File: src/design/salted_dual_fnv_password_kdf_defines.svh
// ----------------------------------------------------------------------------
// Assertion macros for the salted dual-lane FNV password digest
// Wraps concurrent checks on aclk with reset gating; empty for synthesis.
// ----------------------------------------------------------------------------
`ifndef SALTED_DUAL_FNV_PASSWORD_KDF_DEFINES_SVH
`define SALTED_DUAL_FNV_PASSWORD_KDF_DEFINES_SVH

`ifndef SYNTHESIS
// check that a condition holds at every edge out of reset
`define SDF_ASSERT(label, prop) \
    label: assert property (@(posedge aclk) disable iff (!aresetn) (prop)) \
        else $error("assertion failed");
// check a same-cycle implication
`define SDF_ASSERT_IMP(label, ante, cons) \
    label: assert property (@(posedge aclk) disable iff (!aresetn) (ante) |-> (cons)) \
        else $error("assertion failed");
// check a next-cycle implication
`define SDF_ASSERT_NEXT(label, ante, cons) \
    label: assert property (@(posedge aclk) disable iff (!aresetn) (ante) |=> (cons)) \
        else $error("assertion failed");
`else
`define SDF_ASSERT(label, prop)
`define SDF_ASSERT_IMP(label, ante, cons)
`define SDF_ASSERT_NEXT(label, ante, cons)
`endif

`endif

File: src/design/sdfkdf_pkg.sv
// ----------------------------------------------------------------------------
// sdfkdf_pkg
// Shared types and constants of the salted dual-lane FNV password digest.
// ----------------------------------------------------------------------------
`default_nettype none

package sdfkdf_pkg;

    localparam logic [31:0] FNV_BASIS    = 32'd2166136261;
    localparam logic [31:0] PRIME_FIRST  = 32'd16777619;
    localparam logic [31:0] PRIME_SECOND = 32'd709607;
    localparam logic [31:0] MIX_MUL1     = 32'h7FEB352D;
    localparam logic [31:0] MIX_MUL2     = 32'h846CA68B;

    // command queue between front and back
    localparam int Q_DEPTH = 2;
    localparam int Q_PTR_W = $clog2(Q_DEPTH);
    localparam int Q_CNT_W = $clog2(Q_DEPTH + 1);

    // one decoded input word
    typedef struct packed {
        logic        kind_start;
        logic        byte_present;
        logic        end_of_message;
        logic [31:0] salt;
        logic [7:0]  data_byte;
        logic [31:0] expected_low;
        logic [31:0] expected_high;
    } op_t;

    // one result word
    typedef struct packed {
        logic [31:0] salt_out;
        logic [31:0] digest_low;
        logic [31:0] digest_high;
        logic        matches_res;
    } res_t;

endpackage

`default_nettype wire

File: src/design/sdfkdf_front.sv
// ----------------------------------------------------------------------------
// sdfkdf_front
// Accepts input words, decodes them into commands and queues them for the back.
// ----------------------------------------------------------------------------
`default_nettype none
`include "salted_dual_fnv_password_kdf_defines.svh"

module sdfkdf_front
    import sdfkdf_pkg::*;
(
    input  wire logic         aclk,
    input  wire logic         aresetn,
    input  wire logic         s_tvalid,
    output logic              s_tready,
    input  wire logic [103:0] s_tdata,
    input  wire logic         s_tlast,
    input  wire logic [1:0]   s_tuser,
    output op_t               q_head,
    output logic              q_valid,
    input  wire logic         q_pop
);

    op_t                q_mem [Q_DEPTH];
    logic [Q_PTR_W-1:0] wr_ptr_reg, wr_ptr_next;
    logic [Q_PTR_W-1:0] rd_ptr_reg, rd_ptr_next;
    logic [Q_CNT_W-1:0] q_cnt_reg,  q_cnt_next;
    logic               push;
    op_t                op_in;

    // unpack the word into a command
    always_comb begin
        op_in.kind_start     = s_tuser[0];
        op_in.byte_present   = s_tuser[1];
        op_in.end_of_message = s_tlast;
        op_in.salt           = s_tdata[31:0];
        op_in.data_byte      = s_tdata[39:32];
        op_in.expected_low   = s_tdata[71:40];
        op_in.expected_high  = s_tdata[103:72];
    end

    assign s_tready = (q_cnt_reg != Q_CNT_W'(Q_DEPTH));
    assign push     = s_tvalid && s_tready;
    assign q_valid  = (q_cnt_reg != '0);
    assign q_head   = q_mem[rd_ptr_reg];

    always_comb begin
        wr_ptr_next = wr_ptr_reg;
        rd_ptr_next = rd_ptr_reg;
        q_cnt_next  = q_cnt_reg;
        if (push) begin
            wr_ptr_next = wr_ptr_reg + 1'b1;
        end
        if (q_pop) begin
            rd_ptr_next = rd_ptr_reg + 1'b1;
        end
        unique case ({push, q_pop})
            2'b10:   q_cnt_next = q_cnt_reg + 1'b1;
            2'b01:   q_cnt_next = q_cnt_reg - 1'b1;
            default: q_cnt_next = q_cnt_reg;
        endcase
    end

    always_ff @(posedge aclk) begin
        if (!aresetn) begin
            wr_ptr_reg <= '0;
            rd_ptr_reg <= '0;
            q_cnt_reg  <= '0;
        end else begin
            wr_ptr_reg <= wr_ptr_next;
            rd_ptr_reg <= rd_ptr_next;
            q_cnt_reg  <= q_cnt_next;
        end
    end

    always_ff @(posedge aclk) begin
        if (push) begin
            q_mem[wr_ptr_reg] <= op_in;
        end
    end

    `SDF_ASSERT(a_cnt_range, q_cnt_reg <= Q_CNT_W'(Q_DEPTH))
    `SDF_ASSERT(a_ptr_track, wr_ptr_reg == Q_PTR_W'(rd_ptr_reg + q_cnt_reg))
    `SDF_ASSERT_NEXT(a_cnt_grow, push && !q_pop, q_cnt_reg == Q_CNT_W'($past(q_cnt_reg) + 1'b1))

endmodule

`default_nettype wire

File: src/design/sdfkdf_back.sv
// ----------------------------------------------------------------------------
// sdfkdf_back
// Runs queued commands: seeding, byte absorption, strengthening rounds, result.
// ----------------------------------------------------------------------------
`default_nettype none
`include "salted_dual_fnv_password_kdf_defines.svh"

module sdfkdf_back
    import sdfkdf_pkg::*;
#(
    parameter int ROUNDS = 64
) (
    input  wire logic aclk,
    input  wire logic aresetn,
    input  wire op_t  q_head,
    input  wire logic q_valid,
    output logic      q_pop,
    output res_t      res,
    output logic      m_valid,
    input  wire logic m_ready
);

    localparam int RND_W = (ROUNDS > 1) ? $clog2(ROUNDS) : 1;
    localparam logic [RND_W-1:0] RND_LAST = RND_W'(ROUNDS - 1);

    typedef enum logic [13:0] {
        ST_IDLE  = 14'b00000000000001,
        ST_SEED  = 14'b00000000000010,
        ST_MIX2  = 14'b00000000000100,
        ST_MIX3  = 14'b00000000001000,
        ST_SALT  = 14'b00000000010000,
        ST_BYTE  = 14'b00000000100000,
        ST_LOAD  = 14'b00000001000000,
        ST_LO1   = 14'b00000010000000,
        ST_LO2   = 14'b00000100000000,
        ST_ADD   = 14'b00001000000000,
        ST_HI1   = 14'b00010000000000,
        ST_HI2   = 14'b00100000000000,
        ST_HFOLD = 14'b01000000000000,
        ST_OUT   = 14'b10000000000000
    } state_t;

    function automatic logic [31:0] xs16(input logic [31:0] v);
        return v ^ (v >> 16);
    endfunction

    function automatic logic [31:0] xs15(input logic [31:0] v);
        return v ^ (v >> 15);
    endfunction

    // where to go once the byte step of a command is done
    function automatic state_t after_byte(input op_t op);
        return op.end_of_message ? ST_LOAD : ST_IDLE;
    endfunction

    function automatic state_t after_salt(input op_t op);
        return op.byte_present ? ST_BYTE : after_byte(op);
    endfunction

    state_t           state_reg,      state_next;
    op_t              cur_reg,        cur_next;
    logic [31:0]      acc_first_reg,  acc_first_next;
    logic [31:0]      acc_second_reg, acc_second_next;
    logic [31:0]      salt_hold_reg,  salt_hold_next;
    logic [31:0]      mix_reg,        mix_next;
    logic [31:0]      lo_reg,         lo_next;
    logic [31:0]      hi_reg,         hi_next;
    logic [31:0]      sum_reg,        sum_next;
    logic [RND_W-1:0] rnd_reg,        rnd_next;
    logic [1:0]       idx_reg,        idx_next;
    res_t             res_reg,        res_next;
    logic             m_valid_reg,    m_valid_next;

    logic [7:0]  salt_byte;
    logic [7:0]  absorb_b;
    logic [31:0] prod_a;
    logic [31:0] mul_opnd;
    logic [31:0] mul_k;
    logic [31:0] prod_b;
    logic [31:0] mix_fold;
    logic        out_free;

    assign salt_byte = 8'(cur_reg.salt >> {idx_reg, 3'b000});
    assign absorb_b  = (state_reg == ST_SALT) ? salt_byte : cur_reg.data_byte;
    assign mix_fold  = xs16(mix_reg);
    assign out_free  = !m_valid_reg || m_ready;

    // lane one multiplier: absorb only
    assign prod_a = (acc_first_reg ^ {24'd0, absorb_b}) * PRIME_FIRST;

    // lane two multiplier: absorb and every mixer multiply
    always_comb begin
        mul_opnd = xs16(cur_reg.salt);
        mul_k    = MIX_MUL1;
        unique case (state_reg)
            ST_SEED: begin
                mul_opnd = xs16(cur_reg.salt);
                mul_k    = MIX_MUL1;
            end
            ST_MIX2, ST_LO2, ST_HI2: begin
                mul_opnd = xs15(mix_reg);
                mul_k    = MIX_MUL2;
            end
            ST_SALT, ST_BYTE: begin
                mul_opnd = acc_second_reg ^ {24'd0, absorb_b};
                mul_k    = PRIME_SECOND;
            end
            ST_LO1: begin
                mul_opnd = xs16(lo_reg ^ hi_reg);
                mul_k    = MIX_MUL1;
            end
            ST_HI1: begin
                mul_opnd = xs16(sum_reg);
                mul_k    = MIX_MUL1;
            end
            default: begin
                mul_opnd = xs16(cur_reg.salt);
                mul_k    = MIX_MUL1;
            end
        endcase
    end

    assign prod_b = mul_opnd * mul_k;

    always_comb begin
        state_next      = state_reg;
        cur_next        = cur_reg;
        acc_first_next  = acc_first_reg;
        acc_second_next = acc_second_reg;
        salt_hold_next  = salt_hold_reg;
        mix_next        = mix_reg;
        lo_next         = lo_reg;
        hi_next         = hi_reg;
        sum_next        = sum_reg;
        rnd_next        = rnd_reg;
        idx_next        = idx_reg;
        res_next        = res_reg;
        m_valid_next    = m_valid_reg && !m_ready;
        q_pop           = 1'b0;
        unique case (state_reg)
            ST_IDLE: begin
                if (q_valid) begin
                    q_pop    = 1'b1;
                    cur_next = q_head;
                    priority if (q_head.kind_start) begin
                        state_next = ST_SEED;
                    end else if (q_head.byte_present) begin
                        state_next = ST_BYTE;
                    end else if (q_head.end_of_message) begin
                        state_next = ST_LOAD;
                    end else begin
                        state_next = ST_IDLE;
                    end
                end
            end
            ST_SEED: begin
                salt_hold_next = cur_reg.salt;
                acc_first_next = FNV_BASIS ^ cur_reg.salt;
                mix_next       = prod_b;
                state_next     = ST_MIX2;
            end
            ST_MIX2: begin
                mix_next   = prod_b;
                state_next = ST_MIX3;
            end
            ST_MIX3: begin
                acc_second_next = FNV_BASIS ^ mix_fold;
                idx_next        = 2'd0;
                state_next      = ST_SALT;
            end
            ST_SALT: begin
                acc_first_next  = prod_a;
                acc_second_next = prod_b;
                idx_next        = idx_reg + 2'd1;
                if (idx_reg == 2'd3) begin
                    state_next = after_salt(cur_reg);
                end
            end
            ST_BYTE: begin
                acc_first_next  = prod_a;
                acc_second_next = prod_b;
                state_next      = after_byte(cur_reg);
            end
            ST_LOAD: begin
                lo_next    = acc_first_reg;
                hi_next    = acc_second_reg;
                rnd_next   = '0;
                state_next = ST_LO1;
            end
            ST_LO1: begin
                mix_next   = prod_b;
                state_next = ST_LO2;
            end
            ST_LO2: begin
                mix_next   = prod_b;
                state_next = ST_ADD;
            end
            ST_ADD: begin
                lo_next    = mix_fold;
                sum_next   = hi_reg + mix_fold + 32'(rnd_reg);
                state_next = ST_HI1;
            end
            ST_HI1: begin
                mix_next   = prod_b;
                state_next = ST_HI2;
            end
            ST_HI2: begin
                mix_next   = prod_b;
                state_next = ST_HFOLD;
            end
            ST_HFOLD: begin
                hi_next  = mix_fold;
                rnd_next = rnd_reg + 1'b1;
                if (rnd_reg == RND_LAST) begin
                    state_next = ST_OUT;
                end else begin
                    state_next = ST_LO1;
                end
            end
            ST_OUT: begin
                if (out_free) begin
                    res_next.salt_out    = salt_hold_reg;
                    res_next.digest_low  = lo_reg;
                    res_next.digest_high = hi_reg;
                    res_next.matches_res = (lo_reg == cur_reg.expected_low)
                                        && (hi_reg == cur_reg.expected_high);
                    m_valid_next         = 1'b1;
                    state_next           = ST_IDLE;
                end
            end
            default: begin
                state_next = ST_IDLE;
            end
        endcase
    end

    always_ff @(posedge aclk) begin
        if (!aresetn) begin
            state_reg      <= ST_IDLE;
            acc_first_reg  <= '0;
            acc_second_reg <= '0;
            salt_hold_reg  <= '0;
            m_valid_reg    <= 1'b0;
        end else begin
            state_reg      <= state_next;
            acc_first_reg  <= acc_first_next;
            acc_second_reg <= acc_second_next;
            salt_hold_reg  <= salt_hold_next;
            m_valid_reg    <= m_valid_next;
        end
    end

    always_ff @(posedge aclk) begin
        cur_reg <= cur_next;
        mix_reg <= mix_next;
        lo_reg  <= lo_next;
        hi_reg  <= hi_next;
        sum_reg <= sum_next;
        rnd_reg <= rnd_next;
        idx_reg <= idx_next;
        res_reg <= res_next;
    end

    assign res     = res_reg;
    assign m_valid = m_valid_reg;

    `SDF_ASSERT_IMP(a_pop_idle, q_pop, state_reg == ST_IDLE)
    `SDF_ASSERT_NEXT(a_out_load, (state_reg == ST_OUT) && out_free, m_valid_reg && (state_reg == ST_IDLE))
    `SDF_ASSERT_NEXT(a_last_round, (state_reg == ST_HFOLD) && (rnd_reg == RND_LAST), state_reg == ST_OUT)

endmodule

`default_nettype wire

File: src/design/salted_dual_fnv_password_kdf.sv
// ----------------------------------------------------------------------------
// salted_dual_fnv_password_kdf
// Salted dual-lane FNV-1a password digest with strengthening rounds.
// ----------------------------------------------------------------------------
// A password enters one byte per input word. A word with the start flag
// (s_tuser[0]) reseeds both FNV-1a lanes from its salt: lane one with the
// offset basis xor salt, lane two with the basis xor an avalanche of the salt;
// then the four salt bytes are absorbed, least significant first. A word with
// the byte flag (s_tuser[1]) absorbs its data byte; a word may carry none, so an
// empty password works. The word with s_tlast runs ROUNDS cross-mixing rounds
// on copies of the lanes and emits one result word: salt, both digest words,
// and in m_tuser whether they equal the expected words carried by that same
// input word. Words after an end without a new start keep absorbing.
// The back end takes a command only when idle and finishes it before the next:
// a start runs the avalanche and absorbs the four salt bytes, a byte word
// absorbs one byte, and the end word runs the rounds and loads the result.
// Lane two's single 32x32 multiplier serves absorption and every mixer
// multiply, one registered product per cycle. A two-word command queue
// lets the input side keep accepting while the back end works, and an output
// register holds a finished result until it is taken.
// ----------------------------------------------------------------------------
`default_nettype none

module salted_dual_fnv_password_kdf
    import sdfkdf_pkg::*;
#(
    parameter int ROUNDS = 64
) (
    input  wire logic         aclk,
    input  wire logic         aresetn,
    input  wire logic         s_tvalid,
    output logic              s_tready,
    // salt[31:0], data_byte[39:32], expected_low[71:40], expected_high[103:72]
    input  wire logic [103:0] s_tdata,
    // end_of_message
    input  wire logic         s_tlast,
    // kind_start[0], byte_present[1]
    input  wire logic [1:0]   s_tuser,
    output logic              m_tvalid,
    input  wire logic         m_tready,
    // salt_out[31:0], digest_low[63:32], digest_high[95:64]
    output logic [95:0]       m_tdata,
    // matches_res[0]
    output logic [0:0]        m_tuser
);

    op_t  q_head;
    logic q_valid;
    logic q_pop;
    res_t res;

    // accept and decode words, hold them in the queue
    sdfkdf_front u_front (
        .aclk     (aclk),
        .aresetn  (aresetn),
        .s_tvalid (s_tvalid),
        .s_tready (s_tready),
        .s_tdata  (s_tdata),
        .s_tlast  (s_tlast),
        .s_tuser  (s_tuser),
        .q_head   (q_head),
        .q_valid  (q_valid),
        .q_pop    (q_pop)
    );

    // run the hash lanes and rounds, drive the result register
    sdfkdf_back #(
        .ROUNDS (ROUNDS)
    ) u_back (
        .aclk    (aclk),
        .aresetn (aresetn),
        .q_head  (q_head),
        .q_valid (q_valid),
        .q_pop   (q_pop),
        .res     (res),
        .m_valid (m_tvalid),
        .m_ready (m_tready)
    );

    // pack the result word
    assign m_tdata = {res.digest_high, res.digest_low, res.salt_out};
    assign m_tuser = res.matches_res;

endmodule

`default_nettype wire

File: config.mk
export PLATFORM = sky130hd
export DESIGN_NAME = salted_dual_fnv_password_kdf
export DESIGN_NICKNAME = d
export VERILOG_FILES = /design/src/design/sdfkdf_pkg.sv /design/src/design/sdfkdf_front.sv /design/src/design/sdfkdf_back.sv /design/src/design/salted_dual_fnv_password_kdf.sv
export VERILOG_INCLUDE_DIRS = /design/src /design/src/design
export SDC_FILE = /design/constraint.sdc
export NUM_CORES = 2
export LEC_CHECK = 0
export BUFFER_PORTS_ARGS = -buffer_cell sky130_fd_sc_hd__buf_2
export CAP_MARGIN = 25
export CELL_PAD_IN_SITES_DETAIL_PLACEMENT = 1
export CELL_PAD_IN_SITES_GLOBAL_PLACEMENT = 1
export CORE_MARGIN = 1
export CORE_UTILIZATION = 51
export CTS_CLUSTER_SIZE = 24
export DETAILED_ROUTE_END_ITERATION = 7
export PLACE_DENSITY_LB_ADDON = 0.1
export SLEW_MARGIN = 15
export SYNTH_ARGS = -nofsm -noshare
export SYNTH_HDL_FRONTEND = slang
export SYNTH_SLANG_ARGS = --single-unit
File: constraint.sdc
create_clock -name aclk -period 10.65 [get_ports aclk]
set_clock_uncertainty 0.05 [all_clocks]
set_input_delay 2.6625 -clock aclk [delete_from_list [all_inputs] [get_ports aclk]]
set_output_delay 2.6625 -clock aclk [all_outputs]
set_load 0.01 [all_outputs]
==> reports/summary.txt <==
Run status = complete, no violations
Initial Util = 0.517
Worst-Margin Slew = 1090 ps
Crit path kind = register to register
Synth cell types = 84
Avg Cell Area, Syn = 11.4 sq um
Element type at the critical path start = register
Yosys warns = 0
Mean routed wirelength per cell = 29.8 um
Peak Freq = 98.0 MHz
Critical path data required time = 11,110 ps
Seq/Total Area, Yosys = 0.405
Reg clk slew, reported paths = 70 ps
Die area = 0.0929 sq mm
Drt initial violations = 2,642
CP peak stage delay = 590 ps
Clock buffer depth = 3
IO Port Bufs = 209
Root buf cell = clkbuf_16
Row count = 110
Fin crit share = 0.959
Hold Worst Slack = 374 ps
Clock Sinks = 669
Core ar. = 0.0904 sq mm
Post-DP HPWL = 133,000 um
Most common cell after layout, fill and taps aside = inv_1
Worst skew pair latency = 650 ps
Most Frequent Cell on Critical Path = inv_1
H-tree depth = 3
Max Fanout on Critical Path = 63
Crit end category = register
Synthesized area = 0.0468 sq mm
Largest register FFs = 214
Slew Viols, Final = 0
Vias per cell = 5.81
TritonCTS clock tree = yes
Chip height = 305 um
Async SR Flop Fraction = 0
Final wirelength = 166,000 um
Commonest cells after routing, fill and taps aside = 781 x inv_1, 553 x edfxtp_1, 422 x ha_1
CTS Buf Count = 70
GRT overflow = 0
HP Class = register to register
Setup ws final = 441 ps
Vias in the first global route = 35,300
Worst slack, placed = 315 ps
Primary FF master, synth = edfxtp_1
RePlAce Congestion = 1.03
Final #Nets = 5,292
DRT Pass-1 Iters = 6
Largest net degree at the start of global routing = 68
Hold-fix buffers at CTS = 0
Rel. slew slack = 0.267
Via Count = 32,500
Fin crit period = 10,210 ps
Synth-to-Final Area Change = 11.2%
Number of synthesized flops with an enable pin = 553
Synthesized flop and latch total = 669
Top-Level Pins = 210
Placed instance count = 5,452
Initial antenna violation count = 6
CP arrival = 10,670 ps
DRC viols = 0
Utilization after layout = 0.575
Fin. Hold Viols = 0
Layout cells sized above 1 = 0.133
Die width = 305 um
GRT Total Usage = 0.361
Max-cap violations = 0
Mapped Cells = 4,089
DRT antenna net count = 0
Mapped Nets = 5,031
Critical-path top delay cell = fa_1
Final Non-Filler Cells = 5,583
Final setup viols = 0
Global-route wire length before repair = 239,000 um
-- cell type report --
| type | count | area [sq um] |
|---|---|---|
| Antenna cell | 1 | 2.50 |
| Sequential cell | 669 | 18900 |
| Clock buffer | 90 | 1840 |
| Inverter | 783 | 2940 |
| Timing Repair Buffer | 312 | 1870 |
| Tap cell | 1176 | 1470 |
| Multi-Input combinational cell | 2514 | 24500 |
| Fill cell | 9513 | 38400 |
| Clock inverter | 38 | 425 |
-- worst max-delay path: cells and delay by family, from the launching register on --
family	cells	cell delay, ps
AO/OA/AOI/OAI	13	2510
XOR/XNOR	1	190
adder cells (fa/ha/maj)	9	4190
buffers and inverters	10	1350
flip-flops	1	380
AND/OR/NAND/NOR	6	1320
-- through the flow --
step / TNS (ps) / area, sq um
after floorplan: 0 / 46800
after detailed placement: 0 / 49700
final: 0 / 52000
after global placement: 0 / 49600
after CTS: 0 / 51900
after global routing: -36.0 / 52000
-- timing repair --
| item | 4_1_cts | 5_1_grt |
|---|---|---|
| setup buffers | 0 | 2 |
| setup endpoints to repair | 0 | 9 |
| gates resized for setup | 0 | 9 |
| endpoints found under the hold margin | 0 | 0 |
-- cells by family after synthesis --
| family | Yosys count | share of synthesized area |
|---|---|---|
| simple gates | 720 | 0.0696 |
| mux | 132 | 0.0336 |
| flops | 669 | 0.405 |
| xor+xnor | 345 | 0.0652 |
| fa+ha+maj | 831 | 0.288 |
| compound gates | 486 | 0.0659 |
| buf+inv | 906 | 0.0731 |
-- Yosys cell counts, drive strengths merged (20+ instances only) --
cell type | n | area share
o21ai | 95 | 0.010
a22oi | 25 | 0.0040
nor2 | 188 | 0.015
xor2 | 148 | 0.028
a21o | 42 | 0.0067
a21oi | 165 | 0.018
edfxtp | 553 | 0.36
nand2 | 336 | 0.027
dfxtp | 116 | 0.050
fa | 409 | 0.18
o211ai | 21 | 0.0035
inv | 783 | 0.063
ha | 422 | 0.11
o21bai | 22 | 0.0035
a221oi | 22 | 0.0041
buf | 22 | 0.0022
nor3 | 25 | 0.0028
nor4 | 24 | 0.0039
xnor2 | 195 | 0.037
clkbuf | 101 | 0.0081
nand3 | 20 | 0.0021
mux2 | 119 | 0.029
-- path summary, 6_finish.rpt --
| path | start | endpoint | slack [ps] | cells past startpoint |
|---|---|---|---|---|
| setup / recovery | u_back.state_reg[3]$_SDFFE_PN0P_ | u_back.acc_second_reg[31]$_SDFFE_PN0P_ | 440 | 39 |
| hold / removal | u_back.salt_hold_reg[9]$_SDFFE_PN0P_ | u_back.res[74]$_DFFE_PP_ | 370 | 0 |
| setup reg to reg | u_back.state_reg[3]$_SDFFE_PN0P_ | u_back.acc_second_reg[31]$_SDFFE_PN0P_ | 440 | 39 |
| hold reg to reg | u_back.salt_hold_reg[9]$_SDFFE_PN0P_ | u_back.res[74]$_DFFE_PP_ | 370 | 0 |
-- per-layer routing --
| layer | global-route usage | share of wire | wire length [um] |
|---|---|---|---|
| met4 | 0.206 | 0.064 | 10600 |
| met2 | 0.588 | 0.47 | 78100 |
| met3 | 0.0599 | 0.073 | 12100 |
| met1 | 0.457 | 0.39 | 65400 |
| met5 | 0 | 0.000060 | 10 |
Power is not shown: default switching activity piles up to over one toggle a cycle in this logic, so the estimate is an artifact.
